$ cat config.mk
export PLATFORM = sky130hd
export DESIGN_NAME = crlf_length_frame_receiver_core
export DESIGN_NICKNAME = d
export VERILOG_FILES = /design/src/hw/rtl/clfr_pkg.sv /design/src/hw/rtl/clfr_apb_regs.sv /design/src/hw/rtl/clfr_deframer.sv /design/src/hw/rtl/crlf_length_frame_receiver_core.sv
export SDC_FILE = /design/constraint.sdc
export NUM_CORES = 1
export LEC_CHECK = 0
export BUFFER_PORTS_ARGS = -buffer_cell sky130_fd_sc_hd__buf_2
export CELL_PAD_IN_SITES_DETAIL_PLACEMENT = 1
export CELL_PAD_IN_SITES_GLOBAL_PLACEMENT = 1
export CORE_UTILIZATION = 43
export CTS_CLUSTER_SIZE = 40
export DETAILED_ROUTE_END_ITERATION = 8
export PLACE_DENSITY = 0.8
export SETUP_SLACK_MARGIN = 0.3
export SLEW_MARGIN = 10
export SYNTH_ARGS = -nofsm -noshare
export SYNTH_HDL_FRONTEND = slang
export SYNTH_SLANG_ARGS = --single-unit
$ cat constraint.sdc
create_clock -name aclk -period 6.29 [get_ports aclk]
set_input_delay 1.258 -clock aclk [delete_from_list [all_inputs] [get_ports aclk]]
set_output_delay 1.258 -clock aclk [all_outputs]
set_load 0.02 [all_outputs]
$ cat src/hw/rtl/clfr_pkg.sv
// Shared types, constants and status codes of the CR LF length frame receiver.
`default_nettype none

package clfr_pkg;

    // Field widths
    localparam int unsigned CountW = 12;
    localparam int unsigned LenW   = 16;
    localparam int unsigned IdleW  = 8;
    localparam int unsigned ByteW  = 8;
    localparam int unsigned StatW  = 3;
    localparam int unsigned CodeW  = 7;

    // Configuration port
    localparam int unsigned AddrW  = 3;
    localparam int unsigned DataW  = 32;

    // Register reset values
    localparam logic [CountW-1:0] MaxFrameReset  = 12'd768;
    localparam logic [IdleW-1:0]  IdleLimitReset = 8'd10;

    // Register indexes (taken from paddr[2])
    localparam logic RegMaxFrame  = 1'b0;
    localparam logic RegIdleLimit = 1'b1;

    // Trailer characters and command byte masks
    localparam logic [ByteW-1:0] AsciiCr  = 8'h0d;
    localparam logic [ByteW-1:0] AsciiLf  = 8'h0a;
    localparam int unsigned      RespBit  = 7;
    localparam logic [CodeW-1:0] CmdData  = 7'd1;

    // Item kinds
    localparam logic ReqByte = 1'b0;
    localparam logic ReqIdle = 1'b1;

    // Event status codes
    localparam logic [StatW-1:0] StInFrame  = 3'd0;
    localparam logic [StatW-1:0] StComplete = 3'd1;
    localparam logic [StatW-1:0] StLenError = 3'd2;
    localparam logic [StatW-1:0] StOverflow = 3'd3;
    localparam logic [StatW-1:0] StTimeout  = 3'd4;
    localparam logic [StatW-1:0] StIdle     = 3'd5;

    typedef struct packed {
        logic             req_type;
        logic [ByteW-1:0] rx_byte;
    } in_item_t;

    typedef struct packed {
        logic [ByteW-1:0]  byte_out;
        logic [CountW-1:0] byte_index;
        logic [StatW-1:0]  event_status;
        logic [LenW-1:0]   frame_length;
        logic [CodeW-1:0]  command_code;
        logic              is_response;
        logic              command_known;
        logic [ByteW-1:0]  order_number;
    } out_item_t;

    typedef struct packed {
        logic [CountW-1:0] max_frame_bytes;
        logic [IdleW-1:0]  idle_limit;
    } cfg_t;

endpackage

`default_nettype wire

$ cat src/hw/rtl/clfr_apb_regs.sv
// APB configuration registers: receive size limit and idle tick limit.
`default_nettype none

module clfr_apb_regs
    import clfr_pkg::*;
(
    input  wire logic             aclk,
    input  wire logic             aresetn,
    input  wire logic             psel,
    input  wire logic             penable,
    input  wire logic             pwrite,
    input  wire logic [AddrW-1:0] paddr,
    input  wire logic [DataW-1:0] pwdata,
    output logic      [DataW-1:0] prdata,
    output logic                  pready,
    output cfg_t                  cfg
);

    cfg_t cfg_reg;
    cfg_t cfg_next;
    logic wr_en;

    assign pready = 1'b1;
    assign wr_en  = psel & penable & pwrite;

    // Decode the write
    always_comb begin
        cfg_next = cfg_reg;
        if (wr_en) begin
            unique case (paddr[2])
                RegMaxFrame:  cfg_next.max_frame_bytes = pwdata[CountW-1:0];
                RegIdleLimit: cfg_next.idle_limit      = pwdata[IdleW-1:0];
                default:      cfg_next = cfg_reg;
            endcase
        end
    end

    always_ff @(posedge aclk) begin
        if (!aresetn) begin
            cfg_reg.max_frame_bytes <= MaxFrameReset;
            cfg_reg.idle_limit      <= IdleLimitReset;
        end else begin
            cfg_reg <= cfg_next;
        end
    end

    // Read back
    always_comb begin
        prdata = '0;
        unique case (paddr[2])
            RegMaxFrame:  prdata = {{(DataW-CountW){1'b0}}, cfg_reg.max_frame_bytes};
            RegIdleLimit: prdata = {{(DataW-IdleW){1'b0}}, cfg_reg.idle_limit};
            default:      prdata = '0;
        endcase
    end

    assign cfg = cfg_reg;

endmodule

`default_nettype wire

$ cat src/hw/rtl/clfr_deframer.sv
// Frame state registers and the per-item deframing and check logic.
`default_nettype none

module clfr_deframer
    import clfr_pkg::*;
(
    input  wire logic     aclk,
    input  wire logic     aresetn,
    input  wire logic     advance,
    input  wire in_item_t item,
    input  wire cfg_t     cfg,
    output out_item_t     result
);

    logic [CountW-1:0] byte_count_reg, byte_count_next;
    logic [LenW-1:0]   length_word_reg, length_word_next;
    logic              cr_seen_reg, cr_seen_next;
    logic [IdleW-1:0]  idle_count_reg, idle_count_next;
    logic [ByteW-1:0]  command_byte_reg, command_byte_next;
    logic [ByteW-1:0]  order_byte_reg, order_byte_next;

    logic              frame_start;
    logic [CountW-1:0] count_inc;
    logic [LenW:0]     total;
    logic [LenW:0]     limit_wide;
    logic [LenW:0]     count_wide;
    logic              crlf;
    logic [StatW-1:0]  status;
    logic [ByteW-1:0]  bout;

    assign frame_start = (byte_count_reg == '0);
    assign count_inc   = byte_count_reg + 12'd1;
    assign limit_wide  = {{(LenW+1-CountW){1'b0}}, cfg.max_frame_bytes};
    assign count_wide  = {{(LenW+1-CountW){1'b0}}, count_inc};
    assign total       = {1'b0, length_word_next} + 17'd4;

    // Advance the frame state for one item
    always_comb begin
        byte_count_next   = byte_count_reg;
        length_word_next  = length_word_reg;
        cr_seen_next      = cr_seen_reg;
        idle_count_next   = idle_count_reg;
        command_byte_next = command_byte_reg;
        order_byte_next   = order_byte_reg;
        crlf              = 1'b0;
        status            = StInFrame;
        bout              = '0;

        if (item.req_type == ReqByte) begin
            idle_count_next = '0;
            bout            = item.rx_byte;
            // Clear captured fields at frame start
            if (frame_start) begin
                length_word_next  = '0;
                command_byte_next = '0;
                order_byte_next   = '0;
            end
            // Capture header bytes
            if (byte_count_reg == 12'd0) begin
                length_word_next[ByteW-1:0] = item.rx_byte;
            end else if (byte_count_reg == 12'd1) begin
                length_word_next[LenW-1:ByteW] = item.rx_byte;
            end else if (byte_count_reg == 12'd2) begin
                command_byte_next = item.rx_byte;
            end else if (byte_count_reg == 12'd3) begin
                order_byte_next = item.rx_byte;
            end
            byte_count_next = count_inc;

            crlf         = (item.rx_byte == AsciiLf) && cr_seen_reg && !frame_start;
            cr_seen_next = (item.rx_byte == AsciiCr);

            // Check the trailer; length error before overflow
            priority if (crlf && (total > limit_wide || total < count_wide)) begin
                status = StLenError;
            end else if (crlf && total == count_wide) begin
                status = StComplete;
            end else if (count_inc >= cfg.max_frame_bytes) begin
                status = StOverflow;
            end else begin
                status = StInFrame;
            end

            // End the frame on any final status
            if (status != StInFrame) begin
                byte_count_next = '0;
                cr_seen_next    = 1'b0;
            end
        end else begin
            if (idle_count_reg < cfg.idle_limit) begin
                idle_count_next = idle_count_reg + 8'd1;
                status          = StIdle;
            end else begin
                idle_count_next = '0;
                status          = StTimeout;
                byte_count_next = '0;
                cr_seen_next    = 1'b0;
            end
        end
    end

    // Build the result from the updated captured fields
    always_comb begin
        result.byte_out      = bout;
        result.byte_index    = byte_count_reg;
        result.event_status  = status;
        result.frame_length  = length_word_next;
        result.command_code  = command_byte_next[CodeW-1:0];
        result.is_response   = command_byte_next[RespBit];
        result.command_known = (command_byte_next[CodeW-1:0] <= CmdData);
        result.order_number  = order_byte_next;
    end

    always_ff @(posedge aclk) begin
        if (!aresetn) begin
            byte_count_reg   <= '0;
            length_word_reg  <= '0;
            cr_seen_reg      <= 1'b0;
            idle_count_reg   <= '0;
            command_byte_reg <= '0;
            order_byte_reg   <= '0;
        end else if (advance) begin
            byte_count_reg   <= byte_count_next;
            length_word_reg  <= length_word_next;
            cr_seen_reg      <= cr_seen_next;
            idle_count_reg   <= idle_count_next;
            command_byte_reg <= command_byte_next;
            order_byte_reg   <= order_byte_next;
        end
    end

endmodule

`default_nettype wire

$ cat src/hw/rtl/crlf_length_frame_receiver_core.sv
// Top level of the CR LF length frame receiver: input register, deframer, result register.
//
// Use: each item on the s_ channel is either a received byte (req_type 0) or an
// idle tick (req_type 1). For every item exactly one result comes out on the
// m_ channel: the byte with its index in the frame and an event status (in
// frame, complete, length error, overflow, timeout abort or idle), plus the
// captured length, command and order fields of the current frame.
// Both channels use valid/ready. An item enters the input register, is
// processed by the deframer and lands in the result register that drives m_valid.
// Throughput is one item per cycle while m_ready is high: the frame counters
// are updated by one pass of compare and increment logic, and a new item is
// taken while the previous result is still on the m_ channel.
// When the receiver holds m_ready low, the result register holds, then the
// input register fills, and s_ready drops; no item is lost.
// Reset (aresetn low, synchronous) empties both registers, clears the frame
// state and loads the size limit with 768 and the idle limit with 10.
// The user must write the APB registers only while no item is in flight; this is not enforced.
`default_nettype none

module crlf_length_frame_receiver_core
    import clfr_pkg::*;
(
    input  wire logic             aclk,
    input  wire logic             aresetn,
    // Input items
    input  wire logic             s_valid,
    output logic                  s_ready,
    input  wire in_item_t         s_data,
    // Result items
    output logic                  m_valid,
    input  wire logic             m_ready,
    output out_item_t             m_data,
    // Configuration
    input  wire logic             psel,
    input  wire logic             penable,
    input  wire logic             pwrite,
    input  wire logic [AddrW-1:0] paddr,
    input  wire logic [DataW-1:0] pwdata,
    output logic      [DataW-1:0] prdata,
    output logic                  pready
);

    cfg_t      cfg;
    in_item_t  in_data_reg;
    logic      in_valid_reg;
    out_item_t out_data_reg;
    logic      out_valid_reg;
    out_item_t result;
    logic      advance;

    clfr_apb_regs u_regs (
        .aclk    (aclk),
        .aresetn (aresetn),
        .psel    (psel),
        .penable (penable),
        .pwrite  (pwrite),
        .paddr   (paddr),
        .pwdata  (pwdata),
        .prdata  (prdata),
        .pready  (pready),
        .cfg     (cfg)
    );

    // Move the held item to the result register when there is room
    assign advance = in_valid_reg && (!out_valid_reg || m_ready);
    assign s_ready = !in_valid_reg || advance;

    clfr_deframer u_deframer (
        .aclk    (aclk),
        .aresetn (aresetn),
        .advance (advance),
        .item    (in_data_reg),
        .cfg     (cfg),
        .result  (result)
    );

    // Input register
    always_ff @(posedge aclk) begin
        if (!aresetn) begin
            in_valid_reg <= 1'b0;
        end else if (s_ready) begin
            in_valid_reg <= s_valid;
        end
    end

    always_ff @(posedge aclk) begin
        if (s_ready && s_valid) begin
            in_data_reg <= s_data;
        end
    end

    // Result register
    always_ff @(posedge aclk) begin
        if (!aresetn) begin
            out_valid_reg <= 1'b0;
        end else if (advance) begin
            out_valid_reg <= 1'b1;
        end else if (m_ready) begin
            out_valid_reg <= 1'b0;
        end
    end

    always_ff @(posedge aclk) begin
        if (advance) begin
            out_data_reg <= result;
        end
    end

    assign m_valid = out_valid_reg;
    assign m_data  = out_data_reg;

endmodule

`default_nettype wire
==> metrics.md <==
| Metric | Value |
|---|---|
| Status | finished clean |
| Seq/Total Area, Yosys | a little under half |
| Global Route Usage Sum | 23.6% |
| Vias in the first global route | 6,082 |
| Die Height | 132 um |
| Switching Fraction | 26.1% |
| Count of state elements after synthesis | 140 |
| Synth Area in Adders | ~8.4% |
| Slew Limit Fails | 0 |
| Slew headroom | around a third |
| Leading area contributor after synthesis | edfxtp_1 |
| Max clock buf depth | 2 |
| Initial antenna violation count | 0 |
| Clock slew seen by the registers of the worst setup and hold paths | 0.06 ns |
| DIE AREA | 0.0174 sq mm |
| Main combinational cell family by area after synthesis | simple AND/OR/NAND/NOR gates |
| HPWL Detailed | 14,400 um |
| Multiplexer share of the synthesized area | 2.80% |
| Crit Path Max Fanout | 16 |
| Input/output buffers | between 90 and 100 |
| Max reg flops | 56 |
| Synth Flop Type | dfxtp_1 |
| Final Hold Vio Count | 0 |
| Yosys cell types | between 60 and 70 |
| Mapped Area | 0.00728 sq mm |
| Core box area | 0.0165 sq mm |
| Seq pwr share | 45.6% |
| Crit path required time | roughly 6.7 ns |
| Switching pwr | approximately 580 uW |
| Post-route ant nets | 0 |
| FP Rows | 47 |
| Vias per Instance | 5.41 |
| Fill count | 1,876 |
| Fmax | between 150 and 200 MHz |
| Io pins | 142 |
| Final setup violation count | 0 |
| CTS Hold Bufs | 0 |
| Cell count after synthesis | around 740 |
| Peak supply drop | 0.000184 V |
| Power Density | 261 mW/mm^2 |
| Max cap viols | 0 |
| Clk pwr share | ~44% |
| Least-Margin Pin Slew | 1.02 ns |
| H-tree Lvls | 4 |
| Share of layout cells above drive strength 1 | 18.5% |
| Simple-Gate Fraction of Synth Area | 17.1% |
| CTS tree | done |
| Die width | roughly 130 um |
| Worst slack, placed | 0.290 ns |
| Ant diodes | 0 |
| Clk Latency, worst-skew pair | around 0.43 ns |
| Root Driver | clkbuf_16 |
| Vias | 5,732 |
| Unrepaired setup endpoints after global routing | no |
| First-pass GRT wire length | roughly 32,000 um |
| CP endpoint kind | flip-flop |
| Synthesis-to-layout area growth | 16.7% |
| Yosys top cell area share | around 27% |
| DRT Pass-1 Iters | 5 |
| Starting Density | 44.0% |
| Synth Area in Compound Gates | 14.4% |
| Average wire per standard cell | about 19 um |
| Largest net degree at the start of global routing | 93 |
| Critical path data arrival time | 6.20 ns |
| Initial DRC Count | 390 |
| Synth area leaders | edfxtp_1 (27%), dfxtp_1 (21%), ha_1 (8.4%), nand2_1 (5.9%), a21boi_0 (3.3%) |
| Crit path time final | 5.84 ns |
| HP Class | flip-flop to flip-flop |
| DR DRC count | 0 |
| Tcrit/Tclk final | 92.8% |
| Nets | 927 |
| Combinational power share | 10.7% |
| Async SR Flop Fraction | 0% |
| Setup_tns | 0 ns |
| Mean post-synth cell area | 9.89 sq um |
| Post-Route WL | 19,900 um |
| Clock tree sinks | 140 |
| Post-synth EDFFs | 65 |
| Setup CP Type | flip-flop to flip-flop |
| GRT overflow | 0 |
| GPL Wtd Cong | between 0.9 and 1 |
| Setup WS post-layout | 0.450 ns |
| Synth Area in XOR/XNOR | 3.01% |
| Final Skew | 0.00927 ns |
| Internal Pwr Total | 1640 uW |
| Crit path launch type | flip-flop |
| CTS Buf Count | 17 |
| Worst R2R Setup Slack | 0.45 ns |
| P_leak | 0.00378 uW |
| Ys Warns | 0 |
[repair_timing]
action                                  CTS  global route
endpoints found under the setup margin    3             5
buffers inserted                          0             1
resized for setup                         1             5
cloned                                    0             0
pin swaps                                 0             1
[through the flow]
| step | hold WS (ns) | total power, uW | util [%] | area, sq um | instances |
|---|---|---|---|---|---|
| after detailed placement | 0.443 | 1260 | 47.7 | 7880 | 1027 |
| after floorplan | 0.406 | 1190 | - | 7350 | 755 |
| after global placement | 0.441 | 1250 | 47.7 | 7880 | 1027 |
| after global routing | 0.494 | 2290 | 51.4 | 8490 | 1060 |
| after CTS | 0.451 | 2230 | 51.2 | 8460 | 1059 |
| final | 0.458 | 2210 | 51.4 | 8490 | 1060 |
[power groups by stage]
stage                     registers, uW  logic, uW  clock network [uW]
after floorplan                    1040        147                   0
final                              1010        236                 968
after CTS                          1010        234                 984
after detailed placement           1030        230                   0
after global routing               1010        258                1020
after global placement             1030        220                   0
[synthesized netlist by cell type (8+ instances only)]
cell / n
nand2_1: 114
dfxtp_1: 75
edfxtp_1: 65
ha_1: 49
inv_1: 48
nor2_1: 44
a21boi_0: 32
clkbuf_1: 27
buf_4: 21
a21o_1: 18
mux2i_1: 17
o21ai_0: 16
xnor2_1: 15
nor2b_1: 14
nand3_1: 13
o211a_1: 13
nand4_1: 11
o21ai_1: 11
a22o_1: 10
xor2_1: 10
a21oi_1: 9
and3_1: 8
[area by class of cell]
class / count / area, sq um / share of cell area (%)
well taps: 220 / 275 / 3.24
repair buffers: 107 / 558 / 6.57
inverters: 50 / 189 / 2.23
multi-input cells: 511 / 3440 / 40.6
clock buffers: 20 / 457 / 5.38
clock inverters: 12 / 113 / 1.33
flip-flops and latches: 140 / 3450 / 40.7
[per-layer routing]
metal	GRT usage [%]	part of all wire, %	up-vias
met4	9.88	2.2	0
met2	41.3	51	159
met3	4.69	4.4	29
li1	-	-	2721
met5	0	0	-
met1	28.2	42	2823
[critical path: stages, from the launching register on]
cell and delay, ns:
dfxtp_1 0.37, inv_1 0.14, ha_2 0.24, or3b_2 0.53, nor4_4 0.28, buf_4 0.18
mux2_2 0.37, ha_1 0.26, and4_1 0.24, mux2i_4 0.22, xnor2_2 0.18, ha_1 0.28
a21o_1 0.18, a21o_1 0.17, a211o_1 0.30, a2111oi_1 0.43, o31a_1 0.24, o211ai_2 0.11
or4_1 0.50, buf_4 0.22, nor3_1 0.19, a21o_1 0.13
[layout by cell type (no fill, tap or decap), types with 18 or more instances in the layout]
cell type,netlist,layout
nand2_1,114,114
buf_2,3,98
dfxtp_1,75,75
edfxtp_1,65,65
inv_1,48,48
ha_1,49,48
nor2_1,44,44
a21boi_0,32,32
conb_1,2,21
a21o_1,18,18
[path summary, 6_finish.rpt]
kind / startpoint / end / depth (start not counted)
worst max-delay path: u_deframer.byte_count_reg[1] / u_deframer.byte_count_reg[5] / 21
worst min-delay path: u_deframer.cr_seen_reg / u_deframer.cr_seen_reg / 2
worst max register to register: u_deframer.byte_count_reg[1] / u_deframer.byte_count_reg[5] / 21
worst min register to register: u_deframer.cr_seen_reg / u_deframer.cr_seen_reg / 2
[cells by family (layout without fill, tap and decap cells)]
group / Yosys count / after routing
other cells: 2 / 21
buf+inv: 104 / 189
flops: 140 / 140
mux: 20 / 20
compound gates: 141 / 141
fa+ha+maj: 49 / 49
simple gates: 255 / 255
xor+xnor: 25 / 25
No activity file was read; power rests on OpenSTA's default activity.
